### src/hdl/hmap_pkg.sv
// Package with the shared types and constants of the chained hash map.
package hmap_pkg;

    localparam int OP_W      = 2;
    localparam int KEY_W     = 31;
    localparam int VAL_W     = 32;
    localparam int ST_W      = 2;
    localparam int CNT_W     = 5;
    localparam int MOD_STEPS = 8;
    localparam int MOD_BITS  = 4;
    localparam int MOD_CW    = $clog2(MOD_STEPS);

    localparam logic [OP_W-1:0] OP_PUT    = 2'd0;
    localparam logic [OP_W-1:0] OP_GET    = 2'd1;
    localparam logic [OP_W-1:0] OP_REMOVE = 2'd2;
    localparam logic [OP_W-1:0] OP_NOP    = 2'd3;

    localparam logic [ST_W-1:0] ST_OK   = 2'd0;
    localparam logic [ST_W-1:0] ST_MISS = 2'd1;
    localparam logic [ST_W-1:0] ST_FULL = 2'd2;

    localparam logic [CNT_W-1:0] BUCKET_COUNT_RESET = 5'd10;

    // Commands from the controller to the datapath.
    typedef struct packed {
        logic            capture;
        logic            mod_step;
        logic            alloc;
        logic            put_write;
        logic            walk_start;
        logic            walk_read;
        logic            advance;
        logic            unlink;
        logic            finish;
        logic [ST_W-1:0] st;
        logic            take_value;
    } cmd_t;

    // Status from the datapath to the controller.
    typedef struct packed {
        logic            mod_done;
        logic [OP_W-1:0] op;
        logic            cur_nil;
        logic            key_match;
        logic            pool_full;
    } stat_t;

endpackage

### src/hdl/hmap_ctrl.sv
// Controller state machine that sequences each put, get and remove.
module hmap_ctrl import hmap_pkg::*; (
    input  logic  clk,
    input  logic  rst_n,
    input  logic  in_valid,
    output logic  in_ready,
    output logic  out_valid,
    input  logic  out_ready,
    input  stat_t stat,
    output cmd_t  cmd
);

    localparam logic [2:0] S_IDLE     = 3'd0;
    localparam logic [2:0] S_MOD      = 3'd1;
    localparam logic [2:0] S_DISPATCH = 3'd2;
    localparam logic [2:0] S_PUT_WR   = 3'd3;
    localparam logic [2:0] S_WALK_RD  = 3'd4;
    localparam logic [2:0] S_WALK_CMP = 3'd5;
    localparam logic [2:0] S_FIN      = 3'd6;

    logic [2:0]      state_reg, state_next;
    logic [ST_W-1:0] st_reg, st_next;
    logic            take_reg, take_next;
    logic            out_valid_reg, out_valid_next;

    // Next state and commands.
    always_comb
    begin
        state_next = state_reg;
        st_next    = st_reg;
        take_next  = take_reg;
        cmd        = '0;
        cmd.st         = st_reg;
        cmd.take_value = take_reg;
        unique case (state_reg)
            S_IDLE:
            begin
                if (in_valid)
                begin
                    cmd.capture = 1'b1;
                    state_next  = S_MOD;
                end
            end
            S_MOD:
            begin
                cmd.mod_step = 1'b1;
                if (stat.mod_done)
                begin
                    state_next = S_DISPATCH;
                end
            end
            S_DISPATCH:
            begin
                take_next = 1'b0;
                case (stat.op) inside
                    OP_PUT:
                    begin
                        if (stat.pool_full)
                        begin
                            st_next    = ST_FULL;
                            state_next = S_FIN;
                        end
                        else
                        begin
                            cmd.alloc  = 1'b1;
                            state_next = S_PUT_WR;
                        end
                    end
                    OP_GET, OP_REMOVE:
                    begin
                        cmd.walk_start = 1'b1;
                        state_next     = S_WALK_RD;
                    end
                    default:
                    begin
                        st_next    = ST_OK;
                        state_next = S_FIN;
                    end
                endcase
            end
            S_PUT_WR:
            begin
                cmd.put_write = 1'b1;
                st_next       = ST_OK;
                state_next    = S_FIN;
            end
            S_WALK_RD:
            begin
                if (stat.cur_nil)
                begin
                    st_next    = ST_MISS;
                    state_next = S_FIN;
                end
                else
                begin
                    cmd.walk_read = 1'b1;
                    state_next    = S_WALK_CMP;
                end
            end
            S_WALK_CMP:
            begin
                if (stat.key_match)
                begin
                    cmd.unlink = (stat.op == OP_REMOVE);
                    take_next  = (stat.op == OP_GET);
                    st_next    = ST_OK;
                    state_next = S_FIN;
                end
                else
                begin
                    cmd.advance = 1'b1;
                    state_next  = S_WALK_RD;
                end
            end
            S_FIN:
            begin
                if (!out_valid_reg || out_ready)
                begin
                    cmd.finish = 1'b1;
                    state_next = S_IDLE;
                end
            end
            default:
            begin
                state_next = S_IDLE;
            end
        endcase
    end

    // Output word valid flag.
    always_comb
    begin
        if (cmd.finish)
        begin
            out_valid_next = 1'b1;
        end
        else if (out_ready)
        begin
            out_valid_next = 1'b0;
        end
        else
        begin
            out_valid_next = out_valid_reg;
        end
    end

    always_ff @(posedge clk or negedge rst_n)
    begin
        if (!rst_n)
        begin
            state_reg     <= S_IDLE;
            st_reg        <= ST_OK;
            take_reg      <= 1'b0;
            out_valid_reg <= 1'b0;
        end
        else
        begin
            state_reg     <= state_next;
            st_reg        <= st_next;
            take_reg      <= take_next;
            out_valid_reg <= out_valid_next;
        end
    end

    assign in_ready  = (state_reg == S_IDLE);
    assign out_valid = out_valid_reg;

endmodule

### config.mk
export PLATFORM = sky130hd
export DESIGN_NAME = hmap_ctrl
export DESIGN_NICKNAME = d
export VERILOG_FILES = /design/src/hdl/hmap_pkg.sv /design/src/hdl/hmap_ctrl.sv
export SDC_FILE = /design/constraint.sdc
export NUM_CORES = 1
export LEC_CHECK = 0
export ABC_AREA = 0
export BUFFER_PORTS_ARGS = -buffer_cell sky130_fd_sc_hd__buf_2
export CORE_MARGIN = 4
export CORE_UTILIZATION = 40
export CTS_BUF_LIST = sky130_fd_sc_hd__clkbuf_4 sky130_fd_sc_hd__clkbuf_8 sky130_fd_sc_hd__clkbuf_16
export CTS_CLUSTER_SIZE = 16
export DETAILED_ROUTE_END_ITERATION = 10
export GPL_TIMING_DRIVEN = 0
export PLACE_DENSITY = 0.68
export SYNTH_ARGS = -nofsm -noshare
export SYNTH_HDL_FRONTEND = slang
export SYNTH_SLANG_ARGS = --single-unit
### constraint.sdc
create_clock -name clk -period 3.6 [get_ports clk]
set_clock_uncertainty 0.2 [all_clocks]
set_input_delay 0.54 -clock clk [delete_from_list [all_inputs] [get_ports clk]]
set_output_delay 0.54 -clock clk [all_outputs]
set_load 0.005 [all_outputs]
==> impl_metrics.tcl <==
set metrics [dict create \
    period_share 0.676 \
    num-fill-cells 141 \
    synth_ff_type "dfrtp_1" \
    die_h_um 46.1 \
    min-delay-path-class "reg2reg" \
    avgRoutedWirePerCell_um 13.9 \
    antenna_found_initial 0 \
    cts_resized 0 \
    syn_nets 80 \
    syn_to_final_growth_pct 30.0 \
    period_needed_ns 2.43 \
    cp-start-kind "input port" \
    cts_buffers 3 \
    crit_family "simple AND/OR/NAND/NOR gates" \
    yosysTopAreaCell "dfrtp_1" \
    arrival_ns 1.69 \
    irDropWorstVdd_uv 332 \
    p_sw_frac 0.420 \
    dieArea_mm2 0.00212 \
    ys_seq_area_frac 0.302 \
    die_x_um 46.1 \
    largest_reg_flops 3 \
    drc_errors 0 \
    grt_pass1_vias 540 \
    antenna_violating_nets_post_route 0 \
    crit_chain "buf_2, inv_1, ha_1, nor4bb_1, buf_2" \
    ys_types 35 \
    layout.nets 109 \
    tns_ns 0 \
    clock_sinks 7 \
    grt_usage 0.164 \
    place.gp.congestion 0.810 \
    root_buffer "clkbuf_4" \
    synthCells 67 \
    tritoncts "built" \
    ys_async_sr_fraction 1.00 \
    p_leak_nw 0.386 \
    io_buffers 23 \
    worstMarginPinSlew_ns 0.515 \
    p_clk_frac 0.150 \
    synth_top_area_share 0.302 \
    routed_wirelength_um 1530 \
    grt_max_degree 11 \
    yosysWarnings 0 \
    via_count 591 \
    setup_viol 0 \
    syn_avg_cell_area_um2 8.67 \
    slew_headroom 0.652 \
    drive_gt1_frac 0.358 \
    ys_ff_latch 7 \
    status "complete, no violations" \
    synth_edf_count 0 \
    rsz0062_at_grt "no" \
    combPwrFrac 0.593 \
    coreArea_mm2 0.00133 \
    start_util 0.435 \
    hold-worst-slack_ns 0.309 \
    cp_slowest_cell "nor4bb_1" \
    crit_path_frequent_cell "buf_2" \
    endpoint_kind "output pin" \
    netlist_area_um2 581 \
    placed_area_um2 714 \
    clk_latency_ns 0.25 \
    p_per_area_mw_per_mm2 725 \
    hpwl_um 1160 \
    pin_count 24 \
    htreeDepth 1 \
    power_switching_w 0.000230 \
    slew_violations 0 \
    crit_path_max_incr_delay_ns 0.50 \
    final_common_cell "buf_2" \
    final_area_um2 754 \
    synthTopCellsByArea "dfrtp_1 (30%), ha_1 (6.5%), nand2b_1 (4.3%)" \
    crit_path_max_fanout 4 \
    clockBufferDepth 2 \
    worst-path-buf-inv 3 \
    cp.required_ns 2.86 \
    critPathKind "in2out" \
    first_iter_violations 14 \
    drv_cap 0 \
    overflow 0 \
    p_int_w 0.000317 \
    clk_pin_slew_ns 0.05 \
    via_per_inst 5.37 \
    first_pass_iters 4 \
    grt_pass1_wl_um 2420 \
    layout_common_cells "buf_2 (25), dfrtp_1 (7), inv_1 (5), nor3_1 (5)" \
    fmax_mhz 411 \
    seqPwrFrac 0.257 \
    hold_viol_final 0 \
    fp-row-count 13 \
    diodes 0 \
]
[cell type report]
class	instances	area, µm²	share of cell area
Multi-Input combinational cell	48	339	0.449
Sequential cell	7	175	0.232
Timing Repair Buffer	24	125	0.166
Buffer	7	47.5	0.0630
Clock buffer	4	30.0	0.0398
Inverter	5	18.8	0.0249
Tap cell	15	18.8	0.0249
[logic make-up (layout without fill, tap and decap cells)]
| group | count (synthesis) | after routing | share of synthesized area |
|---|---|---|---|
| AND/OR/NAND/NOR | 30 | 30 | 0.334 |
| AO/OA/AOI/OAI | 15 | 15 | 0.185 |
| buffers and inverters | 12 | 40 | 0.114 |
| flip-flops | 7 | 7 | 0.302 |
| adder cells (fa/ha/maj) | 3 | 3 | 0.0647 |
[metrics by stage]
stage               std cells   util  setup slack, ns  power, W
floorplan                  67      -             1.55  0.000364
finish                    110  0.566             1.17  0.000547
global placement          105  0.536             1.19  0.000458
global route              110  0.566             1.05  0.000599
detailed placement        105  0.536             1.16  0.000462
CTS                       110  0.566             1.16  0.000551
[routing by layer]
metal  global-route usage  routed length, µm
met3               0.0586                100
met5                    0                  0
met4               0.0341                  8
met1                0.215                721
met2                0.258                699
[final timing paths]
check	from	end	slack [ns]	cells after the start
min	out_valid$_DFFE_PN0P_	out_valid$_DFFE_PN0P_	0.31	2
min in group asynchronous	rst_n	st_reg[1]$_DFFE_PN0P_	0.44	2
max reg2reg	state_reg[0]$_DFFE_PN0P_	st_reg[1]$_DFFE_PN0P_	2.02	4
max in group asynchronous	rst_n	state_reg[0]$_DFFE_PN0P_	2.59	2
min reg2reg	out_valid$_DFFE_PN0P_	out_valid$_DFFE_PN0P_	0.31	2
max	stat[3]	cmd[7]	1.17	5
[worst register-to-register path: stages, from the launching register on]
cell,delay [ns]
dfrtp_1,0.36
buf_4,0.16
nor4bb_1,0.50
or4b_1,0.19
nand3_1,0.06
[power by group through the flow]
stage	logic (W)	registers (W)	clock network, W
4_1_cts	0.000324	0.000141	0.0000860
5_1_grt	0.000362	0.000146	0.0000910
3_3_place_gp	0.000318	0.000140	0
6_report	0.000324	0.000141	0.0000820
2_1_floorplan	0.000226	0.000138	0
3_5_place_dp	0.000320	0.000142	0
[cells in the mapped netlist, drive strengths merged, types with 2 or more instances]
cell type	count
nor2	2
nand2b	4
dfrtp	7
nand3b	2
buf	6
o21ai	3
nor3	5
inv	5
nand3	3
nand2	3
nor2b	2
ha	3
o221ai	2
[repair_timing]
item,in CTS,in global routing
endpoints found under the hold margin,7,0
hold buffers,1,0
buffers inserted,0,0
No activity file was read; power rests on OpenSTA's default activity.
