`config.mk`:
```
export PLATFORM = sky130hd
export DESIGN_NAME = hmap_dp
export DESIGN_NICKNAME = d
export VERILOG_FILES = /design/src/hdl/hmap_pkg.sv /design/src/hdl/hmap_ram.sv /design/src/hdl/hmap_dp.sv
export SDC_FILE = /design/constraint.sdc
export NUM_CORES = 2
export LEC_CHECK = 0
export BUFFER_PORTS_ARGS = -buffer_cell sky130_fd_sc_hd__buf_2
export CAP_MARGIN = 0
export CORE_MARGIN = 5
export CORE_UTILIZATION = 60
export CTS_BUF_LIST = sky130_fd_sc_hd__clkbuf_4 sky130_fd_sc_hd__clkbuf_8 sky130_fd_sc_hd__clkbuf_16
export CTS_CLUSTER_SIZE = 20
export DETAILED_ROUTE_END_ITERATION = 8
export PLACE_DENSITY = 0.76
export SLEW_MARGIN = 5
export SYNTH_ARGS = -nofsm -noshare
export SYNTH_HDL_FRONTEND = slang
export SYNTH_MEMORY_MAX_BITS = 65536
export SYNTH_SLANG_ARGS = --single-unit
```
`constraint.sdc`:
```
create_clock -name clk -period 17.3 [get_ports clk]
set_input_delay 1.73 -clock clk [delete_from_list [all_inputs] [get_ports clk]]
set_output_delay 1.73 -clock clk [all_outputs]
set_load 0.1 [all_outputs]
```
`src/hdl/hmap_pkg.sv`:
```
// Package with the shared types and constants of the chained hash map.
package hmap_pkg;

    localparam int OP_W      = 2;
    localparam int KEY_W     = 31;
    localparam int VAL_W     = 32;
    localparam int ST_W      = 2;
    localparam int CNT_W     = 5;
    localparam int MOD_STEPS = 8;
    localparam int MOD_BITS  = 4;
    localparam int MOD_CW    = $clog2(MOD_STEPS);

    localparam logic [OP_W-1:0] OP_PUT    = 2'd0;
    localparam logic [OP_W-1:0] OP_GET    = 2'd1;
    localparam logic [OP_W-1:0] OP_REMOVE = 2'd2;
    localparam logic [OP_W-1:0] OP_NOP    = 2'd3;

    localparam logic [ST_W-1:0] ST_OK   = 2'd0;
    localparam logic [ST_W-1:0] ST_MISS = 2'd1;
    localparam logic [ST_W-1:0] ST_FULL = 2'd2;

    localparam logic [CNT_W-1:0] BUCKET_COUNT_RESET = 5'd10;

    // Commands from the controller to the datapath.
    typedef struct packed {
        logic            capture;
        logic            mod_step;
        logic            alloc;
        logic            put_write;
        logic            walk_start;
        logic            walk_read;
        logic            advance;
        logic            unlink;
        logic            finish;
        logic [ST_W-1:0] st;
        logic            take_value;
    } cmd_t;

    // Status from the datapath to the controller.
    typedef struct packed {
        logic            mod_done;
        logic [OP_W-1:0] op;
        logic            cur_nil;
        logic            key_match;
        logic            pool_full;
    } stat_t;

endpackage

```
`src/hdl/hmap_ram.sv`:
```
// Generic single-write, single-read RAM with registered read data.
module hmap_ram #(
    parameter int WIDTH = 8,
    parameter int DEPTH = 64
) (
    input  logic                     clk,
    input  logic                     we,
    input  logic [$clog2(DEPTH)-1:0] waddr,
    input  logic [WIDTH-1:0]         wdata,
    input  logic                     re,
    input  logic [$clog2(DEPTH)-1:0] raddr,
    output logic [WIDTH-1:0]         rdata
);

    logic [WIDTH-1:0] mem_reg [DEPTH];
    logic [WIDTH-1:0] rdata_reg;

    // Write port.
    always_ff @(posedge clk)
    begin
        if (we)
        begin
            mem_reg[waddr] <= wdata;
        end
    end

    // Registered read port.
    always_ff @(posedge clk)
    begin
        if (re)
        begin
            rdata_reg <= mem_reg[raddr];
        end
    end

    assign rdata = rdata_reg;

endmodule

```
`src/hdl/hmap_dp.sv`:
```
// Datapath: modulo unit, bucket heads, node memories and free-node stack.
module hmap_dp import hmap_pkg::*; #(
    parameter int BUCKETS = 16,
    parameter int NODES   = 64
) (
    input  logic             clk,
    input  logic             rst_n,
    input  cmd_t             cmd,
    output stat_t            stat,
    input  logic [OP_W-1:0]  operation,
    input  logic [KEY_W-1:0] key,
    input  logic [VAL_W-1:0] value,
    input  logic             cfg_valid,
    input  logic [CNT_W-1:0] bucket_count,
    output logic [ST_W-1:0]  status,
    output logic [VAL_W-1:0] read_value
);

    localparam int PW  = $clog2(NODES + 1);
    localparam int AW  = $clog2(NODES);
    localparam int BW  = (BUCKETS > 1) ? $clog2(BUCKETS) : 1;
    localparam int KVW = KEY_W + VAL_W;
    localparam int SHW = MOD_STEPS * MOD_BITS;
    localparam logic [PW-1:0] NIL = PW'(NODES);

    logic [CNT_W-1:0]  count_reg;
    logic [CNT_W-1:0]  div_reg, div_next;
    logic [CNT_W-1:0]  rem_reg, rem_next;
    logic [SHW-1:0]    shift_reg;
    logic [MOD_CW-1:0] step_reg;
    logic [OP_W-1:0]   op_reg;
    logic [KEY_W-1:0]  key_reg;
    logic [VAL_W-1:0]  val_reg;
    logic [PW-1:0]     head_reg [BUCKETS];
    logic [PW-1:0]     cur_reg, prev_reg;
    logic [PW-1:0]     sp_reg, hwm_reg, alloc_reg;
    logic              use_stack_reg;
    logic [ST_W-1:0]   status_reg;
    logic [VAL_W-1:0]  read_value_reg;
    logic [BW-1:0]     bucket;
    logic [PW-1:0]     node;
    logic [PW-1:0]     head_cur;

    logic [KVW-1:0]    kv_rdata;
    logic [PW-1:0]     next_rdata;
    logic [PW-1:0]     stack_rdata;
    logic              next_we;
    logic [AW-1:0]     next_waddr;
    logic [PW-1:0]     next_wdata;
    logic              push;

    // Configuration register.
    always_ff @(posedge clk or negedge rst_n)
    begin
        if (!rst_n)
        begin
            count_reg <= BUCKET_COUNT_RESET;
        end
        else if (cfg_valid)
        begin
            count_reg <= bucket_count;
        end
    end

    // Clamp the bucket count to the range in use.
    always_comb
    begin
        if (count_reg == '0)
        begin
            div_next = CNT_W'(1);
        end
        else if (32'(count_reg) > BUCKETS)
        begin
            div_next = CNT_W'(BUCKETS);
        end
        else
        begin
            div_next = count_reg;
        end
    end

    // Restoring remainder, several key bits per cycle.
    always_comb
    begin
        logic [CNT_W:0] r;
        r = {1'b0, rem_reg};
        for (int i = 0; i < MOD_BITS; i++)
        begin
            r = {r[CNT_W-1:0], shift_reg[SHW-1-i]};
            if (r >= {1'b0, div_reg})
            begin
                r = r - {1'b0, div_reg};
            end
        end
        rem_next = r[CNT_W-1:0];
    end

    // Captured item and modulo state.
    always_ff @(posedge clk)
    begin
        if (cmd.capture)
        begin
            op_reg    <= operation;
            key_reg   <= key;
            val_reg   <= value;
            div_reg   <= div_next;
            rem_reg   <= '0;
            shift_reg <= SHW'(key);
        end
        else if (cmd.mod_step)
        begin
            rem_reg   <= rem_next;
            shift_reg <= shift_reg << MOD_BITS;
        end
    end

    always_ff @(posedge clk or negedge rst_n)
    begin
        if (!rst_n)
        begin
            step_reg <= '0;
        end
        else if (cmd.capture)
        begin
            step_reg <= '0;
        end
        else if (cmd.mod_step)
        begin
            step_reg <= step_reg + MOD_CW'(1);
        end
    end

    assign bucket   = BW'(rem_reg);
    assign head_cur = head_reg[bucket];
    assign node     = use_stack_reg ? stack_rdata : alloc_reg;

    // Bucket heads, all null after reset.
    always_ff @(posedge clk or negedge rst_n)
    begin
        if (!rst_n)
        begin
            for (int i = 0; i < BUCKETS; i++)
            begin
                head_reg[i] <= NIL;
            end
        end
        else if (cmd.put_write)
        begin
            head_reg[bucket] <= node;
        end
        else if (cmd.unlink && (prev_reg == NIL))
        begin
            head_reg[bucket] <= next_rdata;
        end
    end

    // Free-node pool: the stack of freed nodes first, then unused nodes from the high-water mark up.
    always_ff @(posedge clk or negedge rst_n)
    begin
        if (!rst_n)
        begin
            sp_reg  <= '0;
            hwm_reg <= '0;
        end
        else if (cmd.alloc)
        begin
            if (sp_reg != '0)
            begin
                sp_reg <= sp_reg - PW'(1);
            end
            else
            begin
                hwm_reg <= hwm_reg + PW'(1);
            end
        end
        else if (push)
        begin
            sp_reg <= sp_reg + PW'(1);
        end
    end

    always_ff @(posedge clk)
    begin
        if (cmd.alloc)
        begin
            use_stack_reg <= (sp_reg != '0);
            alloc_reg     <= hwm_reg;
        end
    end

    // Chain walk pointers.
    always_ff @(posedge clk)
    begin
        if (cmd.walk_start)
        begin
            cur_reg  <= head_cur;
            prev_reg <= NIL;
        end
        else if (cmd.advance)
        begin
            prev_reg <= cur_reg;
            cur_reg  <= next_rdata;
        end
    end

    // Next-pointer writes come from a put or from an unlink.
    assign push       = cmd.unlink;
    assign next_we    = cmd.put_write || (cmd.unlink && (prev_reg != NIL));
    assign next_waddr = cmd.put_write ? node[AW-1:0] : prev_reg[AW-1:0];
    assign next_wdata = cmd.put_write ? head_cur : next_rdata;

    hmap_ram #(.WIDTH(KVW), .DEPTH(NODES)) u_kv_ram (
        .clk   (clk),
        .we    (cmd.put_write),
        .waddr (node[AW-1:0]),
        .wdata ({key_reg, val_reg}),
        .re    (cmd.walk_read),
        .raddr (cur_reg[AW-1:0]),
        .rdata (kv_rdata)
    );

    hmap_ram #(.WIDTH(PW), .DEPTH(NODES)) u_next_ram (
        .clk   (clk),
        .we    (next_we),
        .waddr (next_waddr),
        .wdata (next_wdata),
        .re    (cmd.walk_read),
        .raddr (cur_reg[AW-1:0]),
        .rdata (next_rdata)
    );

    hmap_ram #(.WIDTH(PW), .DEPTH(NODES)) u_stack_ram (
        .clk   (clk),
        .we    (push),
        .waddr (sp_reg[AW-1:0]),
        .wdata (cur_reg),
        .re    (cmd.alloc),
        .raddr (AW'(sp_reg - PW'(1))),
        .rdata (stack_rdata)
    );

    // Result word register.
    always_ff @(posedge clk)
    begin
        if (cmd.finish)
        begin
            status_reg     <= cmd.st;
            read_value_reg <= cmd.take_value ? kv_rdata[VAL_W-1:0] : '0;
        end
    end

    assign status     = status_reg;
    assign read_value = read_value_reg;

    // Status back to the controller.
    always_comb
    begin
        stat.mod_done  = (step_reg == MOD_CW'(MOD_STEPS - 1));
        stat.op        = op_reg;
        stat.cur_nil   = (cur_reg == NIL);
        stat.key_match = (kv_rdata[KVW-1:VAL_W] == key_reg);
        stat.pool_full = (sp_reg == '0) && (hwm_reg == NIL);
    end

endmodule

```
==> impl_metrics.xml <==
<?xml version="1.0" encoding="UTF-8"?>
<metrics>
  <group name="outcome">
    <metric name="outcome" unit="">complete, no violations</metric>
  </group>
  <group name="synthesis">
    <metric name="synth.net_count" unit="">9489</metric>
    <metric name="async_flop_share" unit="%">2.53</metric>
    <metric name="yosys_warnings" unit="">0</metric>
    <metric name="ys_ff_latch" unit="">5302</metric>
    <metric name="synth-main-ff-cell" unit="">edfxtp_1</metric>
    <metric name="synth_enable_flop_cells" unit="">5155</metric>
    <metric name="yosys.cell_types.count" unit="">78</metric>
    <metric name="number_of_cells_produced_by_synthesis" unit="">9371</metric>
    <metric name="synth-seq-area-share" unit="%">77.5</metric>
    <metric name="avg_inst_size_synth" unit="µm²">21.8</metric>
    <metric name="mappedNetlistArea" unit="µm²">204000</metric>
  </group>
  <group name="hold_path">
    <metric name="min-delay-path-class" unit="">reg -&gt; reg</metric>
  </group>
  <group name="critical_path">
    <metric name="top_cell_family_by_delay_on_the_critical_path" unit="">compound AO/OA/AOI/OAI gates</metric>
    <metric name="cp_max_fo" unit="">36</metric>
    <metric name="r2r_setup_slack" unit="ns">9.52</metric>
    <metric name="cp-start-kind" unit="">flop</metric>
    <metric name="endpoint_kind" unit="">flop</metric>
    <metric name="cp_num_cells" unit="">27</metric>
    <metric name="max_stage_delay" unit="ns">0.53</metric>
    <metric name="crit_end" unit="">rem_reg[0]</metric>
    <metric name="r2r-end" unit="">rem_reg[0]</metric>
    <metric name="critical_path_arrival" unit="ns">8.68</metric>
    <metric name="crit_slowest_cell" unit="">buf_4</metric>
    <metric name="reg2reg_from" unit="">rem_reg[0]</metric>
    <metric name="timing.critical_path.buf_inv" unit="">1</metric>
    <metric name="required_time_at_the_endpoint_of_the_critical_path" unit="ns">18.20</metric>
    <metric name="ff2ff_path_depth" unit="">27</metric>
    <metric name="setup.worst_path.class" unit="">reg -&gt; reg</metric>
    <metric name="critical_path.startpoint" unit="">rem_reg[0]</metric>
  </group>
  <group name="pwr">
    <metric name="vdd.ir_drop.worst" unit="µV">162</metric>
    <metric name="leakage" unit="µW">0.0729</metric>
    <metric name="power_density" unit="nW/µm²">170</metric>
  </group>
  <group name="floorplanning">
    <metric name="core_area" unit="µm²">340000</metric>
    <metric name="floorplan_die_area" unit="µm²">352000</metric>
    <metric name="ioPinCount" unit="">125</metric>
    <metric name="chipHeight" unit="µm">594</metric>
    <metric name="die-width" unit="µm">594</metric>
    <metric name="rows" unit="">214</metric>
    <metric name="initial_utilization" unit="%">60.2</metric>
  </group>
  <group name="cts">
    <metric name="cts.root.buffer_cell" unit="">clkbuf_16</metric>
    <metric name="clkSinkCount" unit="">5302</metric>
    <metric name="cts_repair_resize_count" unit="">0</metric>
    <metric name="post-cts-setup-buffers" unit="">0</metric>
    <metric name="tritoncts.num_buffers" unit="">525</metric>
    <metric name="clk_transition_reported_paths" unit="ns">0.06</metric>
    <metric name="ctsHoldBuffers" unit="">0</metric>
    <metric name="cts-root-to-sink-buffers" unit="">4</metric>
    <metric name="cts_tree" unit="">yes</metric>
    <metric name="insertion_delay" unit="ns">1.05</metric>
    <metric name="htree_num_levels" unit="">6</metric>
  </group>
  <group name="sta">
    <metric name="unrepaired_setup_endpoints_after_global_routing" unit="">false</metric>
    <metric name="min_period_over_period" unit="%">45.0</metric>
    <metric name="maxSlewHeadroom" unit="%">6.07</metric>
    <metric name="timing.final.crit_period" unit="ns">7.78</metric>
    <metric name="report.final.slew_viol_count" unit="">0</metric>
    <metric name="setup_violations" unit="">0</metric>
    <metric name="clock_skew" unit="ns">0.0540</metric>
    <metric name="achievable-frequency" unit="GHz">0.129</metric>
    <metric name="totalNegativeSetupSlack" unit="ns">0</metric>
    <metric name="timing_worst_slew_pin_value" unit="ns">1.41</metric>
    <metric name="finalHoldViolations" unit="">0</metric>
  </group>
  <group name="global_routing">
    <metric name="antenna_found_initial" unit="">37</metric>
    <metric name="grt_overflow" unit="">0</metric>
    <metric name="global_route_wire_length_before_repair" unit="µm">804000</metric>
    <metric name="grt_pass1_vias" unit="">105697</metric>
    <metric name="groute.usage.overall" unit="%">32.3</metric>
    <metric name="grt_start_max_net_pins" unit="">148</metric>
  </group>
  <group name="layout">
    <metric name="largest_reg_flops" unit="">4032</metric>
    <metric name="syn_to_final_growth" unit="%">11.7</metric>
    <metric name="final_net_count" unit="">9931</metric>
    <metric name="finalCoreUtilization" unit="%">67.2</metric>
    <metric name="mostFrequentLayoutCell" unit="">edfxtp_1</metric>
    <metric name="most-common-layout-cells" unit="">5155 x edfxtp_1, 1161 x mux4_2, 559 x mux2i_1, 542 x clkbuf_16, 293 x buf_4</metric>
    <metric name="layout-drive-gt1-share" unit="%">26.2</metric>
    <metric name="fillers" unit="">20348</metric>
  </group>
  <group name="run">
    <metric name="maxCapViolCount" unit="">0</metric>
  </group>
  <group name="routing">
    <metric name="detail_route.wirelength" unit="µm">575000</metric>
    <metric name="drt_drc_violations_left" unit="">0</metric>
    <metric name="route.antenna.remaining_nets" unit="">0</metric>
    <metric name="routed-via-count" unit="">106465</metric>
    <metric name="drt_first_iter_violations" unit="">18247</metric>
    <metric name="detailedRoute.firstPassIterationCount" unit="">8</metric>
    <metric name="drt-vias-per-instance" unit="">7.20</metric>
    <metric name="post_drt_wl_per_cell" unit="µm">38.9</metric>
  </group>
  <group name="placed_design">
    <metric name="place.detailed.hpwl" unit="µm">296000</metric>
    <metric name="gpl.final_weighted_congestion" unit="">0.865</metric>
    <metric name="portBuffers" unit="">124</metric>
  </group>
</metrics>
-- worst min-delay path by stage --
stage          slack (ns)  cells past startpoint            to         start
2_1_floorplan        0.44                      1     sp_reg[6]     sp_reg[6]
3_3_place_gp         0.46                      1     sp_reg[6]     sp_reg[6]
6_report             0.47                      1     sp_reg[6]     sp_reg[6]
5_1_grt              0.51                      2  head_reg[61]  head_reg[61]
3_5_place_dp         0.46                      1     sp_reg[6]     sp_reg[6]
4_1_cts              0.47                      1     sp_reg[6]     sp_reg[6]
-- cells in the mapped netlist (all sizes together), types with 29 or more instances --
master	n	area, µm²
edfxtp	5155	155000
o22ai	143	901
xor2	33	289
nor2	296	1120
clkbuf	277	1040
nor3	59	317
a21oi	177	901
mux4	1161	26100
a211oi	81	621
mux2i	559	5600
ha	29	363
buf	240	1300
o221ai	212	1860
nor2b	36	225
nand2	146	548
mux2	143	1610
dfrtp	116	2900
o21ai	180	901
and2	40	250
-- per-layer routing --
| metal | vias to the layer above | global-route usage, % | part of all wire (%) |
|---|---|---|---|
| met4 | 20 | 16.0 | 5.8 |
| met1 | 54974 | 44.0 | 33 |
| met5 | - | 0 | 0.022 |
| li1 | 40476 | - | - |
| met3 | 1792 | 8.59 | 14 |
| met2 | 9203 | 49.3 | 47 |
-- metrics by stage --
step	hold WS, ns	cells	cell area, µm²	worst slack (ns)	total power, µW
2_1_floorplan	0.443	9371	204000	10.47	23900
3_3_place_gp	0.456	13821	211000	9.24	27500
3_5_place_dp	0.464	13822	211000	9.51	27700
4_1_cts	0.473	14758	228000	9.45	38800
5_1_grt	0.510	14770	228000	9.00	40000
6_report	0.474	14787	228000	9.52	38800
-- area by class of cell --
| type | count | area [µm²] | area share [%] |
|---|---|---|---|
| Antenna cell | 29 | 72.6 | 0.0318 |
| Clock inverter | 280 | 2290 | 1.00 |
| Multi-Input combinational cell | 3524 | 44100 | 19.3 |
| Timing Repair Buffer | 432 | 3150 | 1.38 |
| Sequential cell | 5302 | 158000 | 69.4 |
| Tap cell | 4536 | 5680 | 2.49 |
| Clock buffer | 656 | 14400 | 6.33 |
| Inverter | 28 | 128 | 0.0559 |
-- cell families after synthesis --
| kind of cell | synth area share [%] |
|---|---|
| flip-flops | 77.5 |
| multiplexers | 16.3 |
| AO/OA/AOI/OAI | 2.99 |
| AND/OR/NAND/NOR | 1.49 |
| buffers and inverters | 1.20 |
| XOR/XNOR | 0.253 |
| adder cells (fa/ha/maj) | 0.217 |
-- report_power, final --
| group | total [µW] | internal, µW | switching [µW] | leakage [µW] |
|---|---|---|---|---|
| clock network | 11100 | 6340 | 4790 | 0.00836 |
| registers | 15800 | 15500 | 322 | 0.0484 |
| logic | 11900 | 4580 | 7330 | 0.0162 |
(Power assumes the default switching activity.)
